`config.mk`:
```
export PLATFORM = sky130hd
export DESIGN_NAME = chunk_pool_allocator_top
export DESIGN_NICKNAME = d
export VERILOG_FILES = /design/src/rtl/cpa_pkg.sv /design/src/rtl/cpa_ram.sv /design/src/rtl/chunk_pool_allocator_top.sv
export SDC_FILE = /design/constraint.sdc
export NUM_CORES = 1
export LEC_CHECK = 0
export ABC_AREA = 1
export BUFFER_PORTS_ARGS = -buffer_cell sky130_fd_sc_hd__clkbuf_2
export CELL_PAD_IN_SITES_DETAIL_PLACEMENT = 2
export CELL_PAD_IN_SITES_GLOBAL_PLACEMENT = 2
export CORE_MARGIN = 1.5
export CORE_UTILIZATION = 43
export CTS_BUF_LIST = sky130_fd_sc_hd__clkbuf_16
export CTS_CLUSTER_DIAMETER = 30
export CTS_CLUSTER_SIZE = 8
export DETAILED_ROUTE_END_ITERATION = 6
export PLACE_DENSITY_LB_ADDON = 0.1
export SKIP_CTS_REPAIR_TIMING = 1
export SLEW_MARGIN = 20
export SYNTH_ARGS = -nofsm -noshare
export SYNTH_HDL_FRONTEND = slang
export SYNTH_SLANG_ARGS = --single-unit
```
`constraint.sdc`:
```
create_clock -name clk -period 8.9 [get_ports clk]
set_input_delay 1.78 -clock clk [delete_from_list [all_inputs] [get_ports clk]]
set_output_delay 1.78 -clock clk [all_outputs]
set_load 0.01 [all_outputs]
```
`src/rtl/cpa_pkg.sv`:
```
// cpa_pkg: shared constants, codes and helpers for the chunk pool allocator
// used by chunk_pool_allocator_top; no dependencies
package cpa_pkg;

    localparam int MAX_CHUNKS  = 64;
    localparam int CHUNK_BYTES = 64;

    localparam int CHUNK_SHIFT = $clog2(CHUNK_BYTES);
    localparam int IDX_W       = $clog2(MAX_CHUNKS);
    localparam int SIZE_W      = 13;
    localparam int OFF_W       = 12;
    localparam int CNT_W       = SIZE_W + 1 - CHUNK_SHIFT;
    localparam int CUR_W       = CNT_W - 1;

    localparam logic [SIZE_W-1:0] POOL_CAP   = SIZE_W'(MAX_CHUNKS * CHUNK_BYTES);
    localparam logic [SIZE_W-1:0] POOL_RESET = SIZE_W'(4096);

    typedef enum logic [1:0] {
        OP_ALLOC    = 2'd0,
        OP_FREE     = 2'd1,
        OP_FREE_ALL = 2'd2,
        OP_NONE     = 2'd3
    } op_t;

    typedef enum logic [1:0] {
        ST_OK      = 2'd0,
        ST_NO_ROOM = 2'd1,
        ST_ALIGN   = 2'd2,
        ST_RANGE   = 2'd3
    } status_t;

    // round a byte count up to whole chunks
    function automatic logic [CNT_W-1:0] ceil_chunks(input logic [SIZE_W-1:0] bytes);
        logic [SIZE_W:0] sum;
        sum = {1'b0, bytes} + (SIZE_W + 1)'(CHUNK_BYTES - 1);
        return sum[SIZE_W:CHUNK_SHIFT];
    endfunction

endpackage

```
`src/rtl/cpa_ram.sv`:
```
// cpa_ram: generic simple dual port ram, one write and one registered read port
// no dependencies
module cpa_ram #(
    parameter int WIDTH = 8,
    parameter int DEPTH = 16
) (
    input  logic                     clk,
    input  logic                     we,
    input  logic [$clog2(DEPTH)-1:0] wr_addr,
    input  logic [WIDTH-1:0]         wr_data,
    input  logic                     rd_en,
    input  logic [$clog2(DEPTH)-1:0] rd_addr,
    output logic [WIDTH-1:0]         rd_data
);

    logic [WIDTH-1:0] mem [DEPTH];
    logic [WIDTH-1:0] rd_data_reg;

    always_ff @(posedge clk)
    begin
        if (we)
        begin
            mem[wr_addr] <= wr_data;
        end
        if (rd_en)
        begin
            rd_data_reg <= mem[rd_addr];
        end
    end

    assign rd_data = rd_data_reg;

endmodule

```
`src/rtl/chunk_pool_allocator_top.sv`:
```
// chunk_pool_allocator_top: next-fit allocator over a pool of fixed-size chunks
// depends on cpa_pkg and cpa_ram
//
// channel | dir | handshake         | payload
// s_      | in  | s_tvalid/s_tready | tuser: op; tdata: req_size, free_offset
// m_      | out | m_tvalid/m_tready | tuser: status; tdata: block_offset
// cfg_    | in  | cfg_we            | cfg_wdata: pool_bytes
//
// free, free-all and unused ops: accepted in S_IDLE, then S_RESP loads the output register
// allocate: each run head visited takes S_READ (ram read), then S_EVAL (evaluate); on no room
//   a last S_READ ends the scan; S_RESP then loads the output register
// the scan loop shares one table ram read port; one step value feeds the cursor and skip adders
// reset clears the used table through per-chunk valid bits and the cursor, and sets pool size to 4096
// a word waiting on m_tready holds the next result in S_RESP; s_tready is low until it moves
module chunk_pool_allocator_top
    import cpa_pkg::*;
(
    input  logic        clk,
    input  logic        rst_n,
    input  logic        s_tvalid,
    output logic        s_tready,
    input  logic [31:0] s_tdata,   // req_size[12:0], free_offset[24:13], zero
    input  logic [1:0]  s_tuser,   // op[1:0]
    output logic        m_tvalid,
    input  logic        m_tready,
    output logic [15:0] m_tdata,   // block_offset[11:0], zero
    output logic [1:0]  m_tuser,   // status[1:0]
    input  logic        cfg_we,
    input  logic [12:0] cfg_wdata
);

    typedef enum logic [1:0] {
        S_IDLE,
        S_READ,
        S_EVAL,
        S_RESP
    } state_t;

    state_t                  state_reg, state_next;
    logic [SIZE_W-1:0]       pool_reg;
    logic [MAX_CHUNKS-1:0]   valid_reg, valid_next;
    logic [CUR_W-1:0]        cursor_reg, cursor_next;
    logic [CNT_W-1:0]        cur_reg, cur_next;
    logic [CNT_W-1:0]        skipped_reg, skipped_next;
    logic [CNT_W-1:0]        needed_reg, needed_next;
    logic [SIZE_W-1:0]       size_reg, size_next;
    logic [IDX_W-1:0]        cand_reg, cand_next;
    logic                    have_reg, have_next;
    status_t                 status_reg, status_next;
    logic [OFF_W-1:0]        offset_reg, offset_next;
    logic                    m_valid_reg, m_valid_next;
    status_t                 m_status_reg, m_status_next;
    logic [OFF_W-1:0]        m_offset_reg, m_offset_next;
    logic                    out_load;

    logic [SIZE_W-1:0]       in_size;
    logic [OFF_W-1:0]        in_off;
    op_t                     in_op;
    logic [SIZE_W-1:0]       pool_sat;
    logic [CNT_W-1:0]        n_chunks;
    logic [IDX_W-1:0]        free_idx;
    logic [IDX_W-1:0]        cur_idx;
    logic [SIZE_W-1:0]       used;
    logic [SIZE_W:0]         head_off;
    logic [SIZE_W:0]         room;
    logic                    fits;
    logic                    have_t;
    logic [IDX_W-1:0]        cand_t;
    logic [CNT_W-1:0]        step_raw;
    logic [CNT_W-1:0]        step;
    logic [CNT_W-1:0]        cur_new;
    logic [CNT_W-1:0]        run_len;
    logic                    grant;

    logic                    ram_we;
    logic                    ram_rd_en;
    logic [IDX_W-1:0]        ram_rd_addr;
    logic [SIZE_W-1:0]       ram_rd_data;

    cpa_ram #(
        .WIDTH (SIZE_W),
        .DEPTH (MAX_CHUNKS)
    ) u_table (
        .clk     (clk),
        .we      (ram_we),
        .wr_addr (cand_t),
        .wr_data (size_reg),
        .rd_en   (ram_rd_en),
        .rd_addr (ram_rd_addr),
        .rd_data (ram_rd_data)
    );

    assign in_size  = s_tdata[SIZE_W-1:0];
    assign in_off   = s_tdata[SIZE_W+OFF_W-1:SIZE_W];
    assign in_op    = op_t'(s_tuser);
    assign pool_sat = (pool_reg > POOL_CAP) ? POOL_CAP : pool_reg;
    assign n_chunks = ceil_chunks(pool_sat);
    assign free_idx = in_off[OFF_W-1:CHUNK_SHIFT];

    // evaluate step for the head at cur_reg
    assign cur_idx  = cur_reg[IDX_W-1:0];
    assign used     = valid_reg[cur_idx] ? ram_rd_data : '0;
    assign head_off = (SIZE_W + 1)'(cur_reg) << CHUNK_SHIFT;
    assign room     = {1'b0, pool_sat} - head_off;
    assign fits     = room >= {1'b0, size_reg};

    always_comb
    begin
        have_t = have_reg;
        cand_t = cand_reg;
        if (have_reg)
        begin
            if (used != '0)
            begin
                have_t = 1'b0;
            end
        end
        else if (used == '0 && fits)
        begin
            cand_t = cur_idx;
            have_t = 1'b1;
        end
    end

    assign step_raw = ceil_chunks(used);
    assign step     = (step_raw == '0) ? CNT_W'(1) : step_raw;
    assign cur_new  = cur_reg + step;
    assign run_len  = cur_new - CNT_W'(cand_t);
    assign grant    = (state_reg == S_EVAL) && have_t && (run_len >= needed_reg);
    assign ram_we   = grant;

    // output register
    assign out_load      = (state_reg == S_RESP) && (!m_valid_reg || m_tready);
    assign m_valid_next  = out_load | (m_valid_reg & ~m_tready);
    assign m_status_next = out_load ? status_reg : m_status_reg;
    assign m_offset_next = out_load ? offset_reg : m_offset_reg;

    always_comb
    begin
        state_next   = state_reg;
        valid_next   = valid_reg;
        cursor_next  = cursor_reg;
        cur_next     = cur_reg;
        skipped_next = skipped_reg;
        needed_next  = needed_reg;
        size_next    = size_reg;
        cand_next    = cand_reg;
        have_next    = have_reg;
        status_next  = status_reg;
        offset_next  = offset_reg;
        ram_rd_en    = 1'b0;
        ram_rd_addr  = cur_idx;
        case (state_reg)
            S_IDLE:
            begin
                if (s_tvalid)
                begin
                    status_next = ST_OK;
                    offset_next = '0;
                    state_next  = S_RESP;
                    case (in_op)
                        OP_ALLOC:
                        begin
                            size_next    = in_size;
                            needed_next  = ceil_chunks(in_size);
                            cur_next     = CNT_W'(cursor_reg);
                            skipped_next = '0;
                            have_next    = 1'b0;
                            state_next   = S_READ;
                        end
                        OP_FREE:
                        begin
                            if (in_off[CHUNK_SHIFT-1:0] != '0)
                            begin
                                status_next = ST_ALIGN;
                            end
                            else if (CNT_W'(free_idx) >= n_chunks)
                            begin
                                status_next = ST_RANGE;
                            end
                            else
                            begin
                                valid_next[free_idx] = 1'b0;
                            end
                        end
                        OP_FREE_ALL:
                        begin
                            valid_next  = '0;
                            cursor_next = '0;
                        end
                        default:
                        begin
                            status_next = ST_OK;
                        end
                    endcase
                end
            end
            S_READ:
            begin
                if (skipped_reg >= n_chunks)
                begin
                    status_next = ST_NO_ROOM;
                    offset_next = '0;
                    state_next  = S_RESP;
                end
                else
                begin
                    // wrap drops the candidate
                    if (cur_reg >= n_chunks)
                    begin
                        cur_next    = '0;
                        have_next   = 1'b0;
                        ram_rd_addr = '0;
                    end
                    ram_rd_en  = 1'b1;
                    state_next = S_EVAL;
                end
            end
            S_EVAL:
            begin
                if (grant)
                begin
                    valid_next[cand_t] = 1'b1;
                    cursor_next = (cur_new >= n_chunks) ? '0 : cur_new[CUR_W-1:0];
                    offset_next = OFF_W'(cand_t) << CHUNK_SHIFT;
                    status_next = ST_OK;
                    state_next  = S_RESP;
                end
                else
                begin
                    cur_next     = cur_new;
                    skipped_next = skipped_reg + step;
                    have_next    = have_t;
                    cand_next    = cand_t;
                    state_next   = S_READ;
                end
            end
            S_RESP:
            begin
                if (out_load)
                begin
                    state_next = S_IDLE;
                end
            end
            default:
            begin
                state_next = S_IDLE;
            end
        endcase
    end

    always_ff @(posedge clk or negedge rst_n)
    begin
        if (!rst_n)
        begin
            state_reg   <= S_IDLE;
            pool_reg    <= POOL_RESET;
            valid_reg   <= '0;
            cursor_reg  <= '0;
            have_reg    <= 1'b0;
            m_valid_reg <= 1'b0;
        end
        else
        begin
            state_reg   <= state_next;
            pool_reg    <= cfg_we ? cfg_wdata : pool_reg;
            valid_reg   <= valid_next;
            cursor_reg  <= cursor_next;
            have_reg    <= have_next;
            m_valid_reg <= m_valid_next;
        end
    end

    always_ff @(posedge clk)
    begin
        cur_reg      <= cur_next;
        skipped_reg  <= skipped_next;
        needed_reg   <= needed_next;
        size_reg     <= size_next;
        cand_reg     <= cand_next;
        status_reg   <= status_next;
        offset_reg   <= offset_next;
        m_status_reg <= m_status_next;
        m_offset_reg <= m_offset_next;
    end

    assign s_tready = (state_reg == S_IDLE);
    assign m_tvalid = m_valid_reg;
    assign m_tuser  = m_status_reg;
    assign m_tdata  = 16'(m_offset_reg);

`ifndef ASSERT_OFF
    a_out_hold: assert property (@(posedge clk) disable iff (!rst_n)
        (m_tvalid && !m_tready) |=> (m_tvalid && $stable(m_tuser) && $stable(m_tdata)))
        else $error("output word changed while stalled");

    a_offset_zero: assert property (@(posedge clk) disable iff (!rst_n)
        (m_tvalid && m_tuser != ST_OK) |-> (m_tdata == '0))
        else $error("nonzero block offset on failed request");

    a_cursor_range: assert property (@(posedge clk) disable iff (!rst_n)
        CNT_W'(cursor_reg) < CNT_W'(MAX_CHUNKS))
        else $error("scan cursor beyond table");

    a_eval_in_pool: assert property (@(posedge clk) disable iff (!rst_n)
        (state_reg == S_EVAL) |-> (cur_reg < n_chunks))
        else $error("scan evaluates chunk outside pool");

    a_grant_marks: assert property (@(posedge clk) disable iff (!rst_n)
        grant |=> (valid_reg[$past(cand_t)] && state_reg == S_RESP))
        else $error("granted head not marked or result missing");
`endif

endmodule
```
==> Word level (Yosys, flattened, before mapping) <==
Memories as Yosys holds them, arrays and structs flattened. A register that Yosys moved wholly into a read port is not among the register bits.
Cells that the tools add are included.
{ "classes": {"n_eq_ne": 17, "magnitude_cmp": 12, "reduce_logical": 24, "n_bitwise": 7, "n_addsub": 7, "muxes": 65} }
{ "op_table": {"columns": ["cell", "n"], "rows": [
  ["two-way mux 64 bit", 4],
  ["case mux 64 bit (2 select lines)", 2],
  ["two-way mux 8 bit", 9],
  ["AND 64 bit", 1],
  ["NOT 64 bit", 1],
  ["OR 64 bit", 1],
  ["adder 13 x 6 -> 14 bit (second input constant)", 3],
  ["two-way mux 12 bit", 3],
  ["case mux 12 bit (3 select lines)", 1],
  ["greater-or-equal comparator 8 bit", 4],
  ["two-way mux 6 bit", 5],
  ["two-way mux 7 bit", 4],
  ["two-way mux 13 bit", 2],
  ["case mux 8 bit (3 select lines)", 1],
  ["less-than comparator 6 x 7 -> 1 bit (second input constant)", 3],
  ["two-way mux 2 bit", 10],
  ["adder 8 bit", 2],
  ["two-way mux 1 bit", 16],
  ["case mux 8 bit (2 select lines)", 1],
  ["greater-or-equal comparator 14 x 13 -> 1 bit", 1],
  ["inequality test 2 bit (second input constant)", 7],
  ["case mux 7 bit (2 select lines)", 1],
  ["subtractor 13 x 14 -> 14 bit", 1],
  ["greater-than comparator 13 bit (second input constant)", 1],
  ["30 further kinds", 48]
]} }
{ "totals": {"out_inout_bits": 20, "ff_bits": 159, "n_memories": 1, "elab_cells": 148, "inputBits": 52, "ramBits": 832} }
{ "mem_list": {"columns": ["memory", "words", "width", "read_ports", "rd_clocked_by_memory_dff", "wr", "line", "source"], "rows": [
  ["u_table.mem", 64, 13, 1, 1, 1, "cpa_ram.sv:16", "logic [WIDTH-1:0] mem [DEPTH];"]
]} }

==> Longest topological paths before layout <==
Gate-level depths: netlist of run 1.
{ "depth": {"word_depth": 14, "ltp_mapped": 47, "depth_no_buf": 45} }

==> Hierarchy <==
From an unflattened synthesis of run 1, not the netlist that was laid out.
{ "unflattened": {"hier_cells": 4412, "area_unflattened_um2": 45287.2} }
{ "by_module_without_submodules": {"columns": ["mod", "area_each_um2", "seq_area_each_um2", "cells_each", "instances"], "rows": [
  ["cpa_ram", 34151.5, 25374.3, 2874, 1],
  ["chunk_pool_allocator_top", 11135.7, 3975.1, 1538, 1]
]} }

==> Least setup slack after synthesis of run 1 <==
OpenSTA, ideal clock, no wires.
{ "synth_path": {"kind": "reg-to-reg", "startpoint": "register pool_reg[12]", "endpoint": "memory u_table.mem[27][0] (netlist bit) (enable)", "slack_ps": 1507, "arrival_ps": 6993, "path_stages_with_launch": 41, "path_cell_list": "dfstp_2 > inv_1 > a21oi_1 > inv_1 > nand2_1 > ha_1 > inv_1 > fa_1 > xor2_1 > ha_1 > inv_1 > nor3_1 > nand2_1 > nand2_1 > nand2_1 > nand2_1 > nand2_1 > nand2_1 > [... 5 more ...] > nand2_4 > ha_1 > nand2_1 > o21ai_0 > a21oi_1 > o21ai_0 > a21oi_1 > nand2_1 > xnor3_1 > ha_1 > nand2_1 > inv_1 > nand4_1 > o2111ai_1 > nand4_2 > buf_2 > clkbuf_1 > nor3_1"} }
{ "synth_between": {"elab_chain_len": 12} }
{ "synth_lines": {"columns": ["element", "line", "source"], "rows": [
  ["start: declaration", "chunk_pool_allocator_top.sv:40", "logic [SIZE_W-1:0] pool_reg;"],
  ["start signal: assignment", "chunk_pool_allocator_top.sv:266", "pool_reg <= cfg_we ? cfg_wdata : pool_reg;"],
  ["greater-than comparator 13 bit", "chunk_pool_allocator_top.sv:96", "assign pool_sat = (pool_reg > POOL_CAP) ? POOL_CAP : pool_reg;"],
  ["two-way mux 13 bit *", "chunk_pool_allocator_top.sv:96", null],
  ["subtractor 13 x 14 -> 14 bit *", "chunk_pool_allocator_top.sv:104", "assign room = {1'b0, pool_sat} - head_off;"],
  ["greater-or-equal comparator 14 x 13 -> 1 bit *", "chunk_pool_allocator_top.sv:105", "assign fits = room >= {1'b0, size_reg};"],
  ["logical AND 1 bit *", "chunk_pool_allocator_top.sv:118", "else if (used == '0 && fits)"],
  ["two-way mux 6 bit", "chunk_pool_allocator_top.sv:118", null],
  ["two-way mux 6 bit", "chunk_pool_allocator_top.sv:111", "if (have_reg)"],
  ["subtractor 8 x 6 -> 8 bit", "chunk_pool_allocator_top.sv:128", "assign run_len = cur_new - CNT_W'(cand_t);"],
  ["greater-or-equal comparator 8 bit", "chunk_pool_allocator_top.sv:129", "assign grant = (state_reg == S_EVAL) && have_t && (run_len >= needed_reg);"],
  ["logical AND 1 bit", "chunk_pool_allocator_top.sv:129", null],
  ["two-way mux 1 bit", "cpa_ram.sv:21", "if (we)"],
  ["two-way mux 1 bit (implied by the code)", "cpa_ram.sv:23", "mem[wr_addr] <= wr_data;"],
  ["end: declaration", "cpa_ram.sv:16", null]
]} }
Mark *: on every way between the ends. The rest lies on a longest branch, timed or not.

==> Final worst setup path of run 1 <==
{ "layout_path": {"startpoint": "register pool_reg[7]", "endpoint": "memory u_table.mem[40][7] (netlist bit) (enable)"} }
The elaborated chain is that of the path after synthesis.

==> impl_metrics.tcl, run 1 <==
set metrics [dict create \
    synth-edff-count 904 \
    critical_path_required_ns 9.39 \
    whs_ns 0.4506 \
    yosys.area_share.simple 0.1898 \
    setup_viol 0 \
    syn_to_final_growth_pct 23.64 \
    cts_inserted_buffers 234 \
    wl_per_cell_um 31.70 \
    largest_reg_flops 832 \
    hpwl_um 94140 \
    vias_per_cell 6.057 \
    totalWireLength_um 185700 \
    vdd_ir_drop_max_mv 0.3410 \
    netlist_area_mm2 0.04465 \
    power_uw 25720 \
    cp-start-kind "flip-flop" \
    synthXorXnorAreaFrac 0.004820 \
    grt.total_usage 0.3480 \
    gp_congestion 0.7903 \
    synth_common_cells "edfxtp_1 (904), nor2_1 (797), nand2_1 (470)" \
    outcome "completed" \
    synth_top_family_by_area "simple AND/OR/NAND/NOR gates" \
    grt_max_degree 152 \
    cts_tree "yes" \
    drtAntennaViolNets 0 \
    ios 72 \
    drv_slew 0 \
    initial_core_util 0.4327 \
    holdCritPathClass "flip-flop to flip-flop" \
    max_freq_mhz 118.0 \
    row_count 118 \
    final.fill_count 9924 \
    cts.sinks 992 \
    syn_inst 4072 \
    antennaDiodeCount 0 \
    min_period_over_period 0.9525 \
    hold_viol 0 \
    synth_top_area_share 0.6080 \
    post-synth-top-area-cell "edfxtp_1" \
    ys_seq_area_frac 0.6573 \
    die_w_um 325.2 \
    cts_buffer_depth 3 \
    yosysMostFrequentCell "edfxtp_1" \
    relSlewSlack 0.2745 \
    synth.area.top_cells "edfxtp_1 (61%), nor2_1 (6.7%), dfrtp_1 (4.9%)" \
    critPathMaxFanout 23 \
    drc_errors 0 \
    antenna_found_initial 2 \
    tns_ns 0 \
    synth_compound_area_frac 0.08468 \
    grt-ovfl-total 0 \
    coreArea_mm2 0.1032 \
    drv_cap 0 \
    async_flop_share 0.08871 \
    port_buffers 54 \
    crit_top_cell "nand2_1" \
    critical_path_class "flip-flop to flip-flop" \
    vias 35480 \
    final_nets 4412 \
    slowest_delay_ns 0.40 \
    path_clk_slew_ns 0.05 \
    finClkSkew_ns 0.04291 \
    critPathArrivalTime_ns 8.96 \
    synthAdderAreaFrac 0.02477 \
    drive_above_1_share 0.1742 \
    clk_latency_ns 0.82 \
    die_h_um 325.2 \
    root_buffer "clkbuf_16" \
    synth.distinct_cells 51 \
    power.leakage_uw 0.02077 \
    ys_warn_count 0 \
    first_pass_iters 5 \
    power_density_mw_per_mm2 465.9 \
    crit_slowest_cell "ha_1" \
    die_area_mm2 0.1058 \
    worstMarginPinSlew_ns 1.087 \
    synth.area.mux_share 0.0002522 \
    end_kind "flip-flop" \
    first_global_vias 39370 \
    synth_seq_cells 992 \
    min_period_ns 8.477 \
    htreeDepth 4 \
    synthFlopType "edfxtp_1" \
    drtIter0Drc 3427 \
    grt_first_pass_wirelength_um 271400 \
    syn_area_per_cell_um2 10.97 \
]
==> path summary, 6_finish.rpt <==
kind,startpoint,end,slack [ns],cells after the start
worst max-delay path,pool_reg[7],u_table.mem[40][7],0.42,43
max in group asynchronous,rst_n,valid_reg[12],6.68,2
worst min-delay path,status_reg[1],m_tuser[1],0.45,0
worst max register to register,pool_reg[7],u_table.mem[40][7],0.42,43
worst min register to register,status_reg[1],m_tuser[1],0.45,0
min in group asynchronous,rst_n,pool_reg[1],1.02,1
==> area by class of cell <==
type	instances	area [um2]	area share
clock buffers	236	5906	0.1070
clock inverters	204	2145	0.03884
inverters	168	645.6	0.01169
multi-input cells	2682	14020	0.2540
flip-flops and latches	992	29350	0.5316
well taps	1380	1727	0.03127
repair buffers	196	1416	0.02565
==> per-stage QoR <==
step	setup WS, ns	instances	util	instance area [um2]
2_1_floorplan	1.507	4083	-	44690
4_1_cts	0.08186	5847	0.5337	55080
3_5_place_dp	0.6285	5407	0.4557	47030
5_1_grt	-0.06099	5858	0.5350	55210
3_3_place_gp	0.9805	5407	0.4557	47030
6_report	0.4231	5858	0.5350	55210
==> routing by layer <==
layer,wire [um],up-vias,share of wire,track usage
li1,-,14880,-,-
met4,8836,2,0.048,0.1705
met1,73070,18590,0.39,0.4305
met3,11450,443,0.062,0.06037
met2,92350,1566,0.50,0.5894
met5,11,-,0.000059,0
==> cell families (layout without fill, tap and decap cells) <==
logic type                 Yosys count  after routing
adders and majority gates           86             86
AOI/OAI and AO/OA                  633            633
DFF                                992            992
buffers and inverters              412            804
other                                2             13
and+or+nand+nor                   1923           1926
muxes                                1              1
xor gates and xnor gates            23             23
==> worst max-delay path, delay by kind of cell (launching register included) <==
kind                       cells  cell delay [ns]
buffers and inverters          9             1.40
AOI/OAI and AO/OA              8             1.41
xor gates and xnor gates       2             0.52
and+or+nand+nor               20             3.08
adders and majority gates      4             1.33
DFF                            1             0.35
==> layout by cell type, fill, tap and decap left out, types with 40 or more instances in the layout <==
| cell | Yosys | layout |
|---|---|---|
| inv_1 | 154 | 193 |
| or2_2 | 102 | 102 |
| edfxtp_1 | 904 | 904 |
| nand2_1 | 470 | 467 |
| o211ai_1 | 179 | 179 |
| o21ai_0 | 300 | 297 |
| buf_4 | 15 | 134 |
| nor2_1 | 797 | 793 |
| dfrtp_1 | 87 | 87 |
| nor3_2 | 0 | 51 |
| clkbuf_16 | 0 | 236 |
| clkinv_2 | 0 | 45 |
| ha_1 | 82 | 82 |
| a21oi_1 | 102 | 102 |
| clkbuf_2 | 0 | 53 |
| nand3_1 | 419 | 418 |
| bufinv_16 | 0 | 40 |
| clkinv_1 | 6 | 46 |
==> power by group <==
| group | switching [uW] | internal, uW |
|---|---|---|
| clock | 3000 | 5930 |
| sequential | 194 | 5460 |
| combinational | 8320 | 2830 |
Note: power is estimated with default switching activity, not from simulation.
==> run 2, diff against run 1 <==
--- a/config.mk
+++ b/config.mk
@@ -11,7 +11,7 @@
 export CELL_PAD_IN_SITES_GLOBAL_PLACEMENT = 2
 export CORE_MARGIN = 1.5
 export CORE_UTILIZATION = 43
-export CTS_BUF_LIST = sky130_fd_sc_hd__clkbuf_16
+export CTS_BUF_LIST = sky130_fd_sc_hd__clkbuf_8 sky130_fd_sc_hd__clkbuf_16
 export CTS_CLUSTER_DIAMETER = 30
 export CTS_CLUSTER_SIZE = 8
 export DETAILED_ROUTE_END_ITERATION = 6
==> run 2 against run 1 <==
  * Clock skew rose by 0.018 ns
  * Total power fell by 0.15%
  * Sequential share of layout area barely moved
  * Count of clock-buffer cells in the layout rose by 4
  * Critical endpoint is now u_table.mem[40][11]
  * Register-to-register slack improved by 0.18 ns
  * Worst hold slack improved by 0.0055 ns
  * Maximum frequency rose by 2.1%
  * Sequential power barely moved
  * Largest cell class unchanged
  * Final cell count fell by 0.10%
==> impl_metrics.tcl, run 2 (synthesis gave the netlist of run 1 again) <==
set metrics [dict create \
    outcome "completed" \
    die_w_um 325.2 \
    path_clk_slew_ns 0.05 \
    place_ws_ns 0.6285 \
    power_density_mw_per_mm2 465.6 \
    die_area_mm2 0.1058 \
    busiest_layer "met2" \
    drtAntennaViolNets 0 \
    postPlaceCellArea_mm2 0.04703 \
    final_nets 4405 \
    min_period_ns 8.302 \
    wl_per_cell_um 31.83 \
    largest_reg_flops 832 \
    end_kind "flip-flop" \
    design_area_mm2 0.05517 \
    p_sw_uw 11470 \
    tns_ns 0 \
    ios 72 \
    grt.total_usage 0.3502 \
    initial_core_util 0.4327 \
    drv_cap 0 \
    root_buffer "clkbuf_16" \
    coreArea_mm2 0.1032 \
    critical_path_class "flip-flop to flip-flop" \
    vias 35560 \
    hold_viol 0 \
    rsz0062_at_grt "no" \
    cp-start-kind "flip-flop" \
    final_common_cell "edfxtp_1" \
    met2_usage 0.5976 \
    min_period_over_period 0.9328 \
    relSlewSlack 0.2692 \
    max_freq_mhz 120.5 \
    totalWireLength_um 186300 \
    switching_share 0.4464 \
    clk_latency_ns 0.83 \
    setup_viol 0 \
    die_h_um 325.2 \
    fin_ws_ns 0.5984 \
    drtIter0Drc 3418 \
    slowest_delay_ns 0.39 \
    drv_slew 0 \
    cts_inserted_buffers 234 \
    worstMarginPinSlew_ns 1.096 \
    drive_above_1_share 0.1736 \
    critPathMaxFanout 23 \
    cts_tree "yes" \
    cellInternalPower_uw 14220 \
    row_count 118 \
    critPathArrivalTime_ns 8.78 \
    critical_path_required_ns 9.37 \
    comb_power_share 0.431 \
    drc_errors 0 \
    antenna_found_initial 2 \
    first_global_vias 39240 \
    hpwl_um 94140 \
    vias_per_cell 6.076 \
    finClkSkew_ns 0.06116 \
    grt_max_degree 152 \
    crit_slowest_cell "ha_1" \
    layout_common_cells "edfxtp_1 (904), nor2_1 (793), nand2_1 (467)" \
    holdCritPathClass "flip-flop to flip-flop" \
    cts.sinks 992 \
    htreeDepth 4 \
    gp_congestion 0.7903 \
    port_buffers 54 \
    clock_power_share 0.349 \
    first_pass_iters 5 \
    crit_top_cell "nand2_1" \
    seqPwrFrac 0.220 \
    syn_to_final_growth_pct 23.56 \
    final_core_util 0.5346 \
    vdd_ir_drop_max_mv 0.3755 \
    grt_first_pass_wirelength_um 273800 \
    grt-ovfl-total 0 \
    cts_buffer_depth 3 \
    use_met1 0.4398 \
    power.leakage_uw 0.02074 \
    power_uw 25690 \
    met3_usage 0.05482 \
]
==> run 2: per-stage QoR <==
step | hold slack, ns | std cells
floorplan | 0.4003 | 4083
global placement | 0.4477 | 5407
detailed placement | 0.4226 | 5407
CTS | 0.4531 | 5847
global route | 0.4669 | 5851
finish | 0.4561 | 5852
==> run 2: power groups by stage <==
stage / sequential [uW] / clock (uW) / combinational (uW)
2_1_floorplan: 5680 / 0 / 6250
3_3_place_gp: 5700 / 0 / 9640
3_5_place_dp: 5710 / 0 / 10100
4_1_cts: 5650 / 9040 / 10900
5_1_grt: 5670 / 9210 / 11800
6_report: 5650 / 8960 / 11100
==> run 2: worst max-delay path, delay by kind of cell (launching register included) <==
kind | cells | cell delay (ns)
AND/OR/NAND/NOR | 20 | 2.91
AO/OA/AOI/OAI | 8 | 1.37
buffers and inverters | 9 | 1.41
flip-flops | 1 | 0.35
adder cells (fa/ha/maj) | 4 | 1.32
XOR/XNOR | 2 | 0.54
==> run 2: cell type report <==
type | instances | area, um2
Tap cell | 1380 | 1727
Fill cell | 9910 | 48030
Clock buffer | 240 | 5961
Inverter | 168 | 645.6
Timing Repair Buffer | 191 | 1364
Clock inverter | 200 | 2130
Multi-Input combinational cell | 2680 | 13990
Antenna cell | 1 | 2.502
Sequential cell | 992 | 29350
==> run 2: final timing paths <==
check | from | endpoint | slack (ns) | depth (start not counted)
min in group asynchronous | rst_n | pool_reg[2] | 1.02 | 1
worst max-delay path | pool_reg[7] | u_table.mem[40][11] | 0.60 | 43
max in group asynchronous | rst_n | valid_reg[12] | 6.67 | 2
worst max register to register | pool_reg[7] | u_table.mem[40][11] | 0.60 | 43
worst min-delay path | status_reg[1] | m_tuser[1] | 0.46 | 0
worst min register to register | status_reg[1] | m_tuser[1] | 0.46 | 0
==> run 2: metal layers <==
layer  part of all wire  routed length, um  vias up
met1               0.40              73680    18650
met4              0.042               7867        2
met2               0.50              93370     1625
met3              0.061              11340      403
met5           0.000038                  7        -
li1                   -                  -    14870
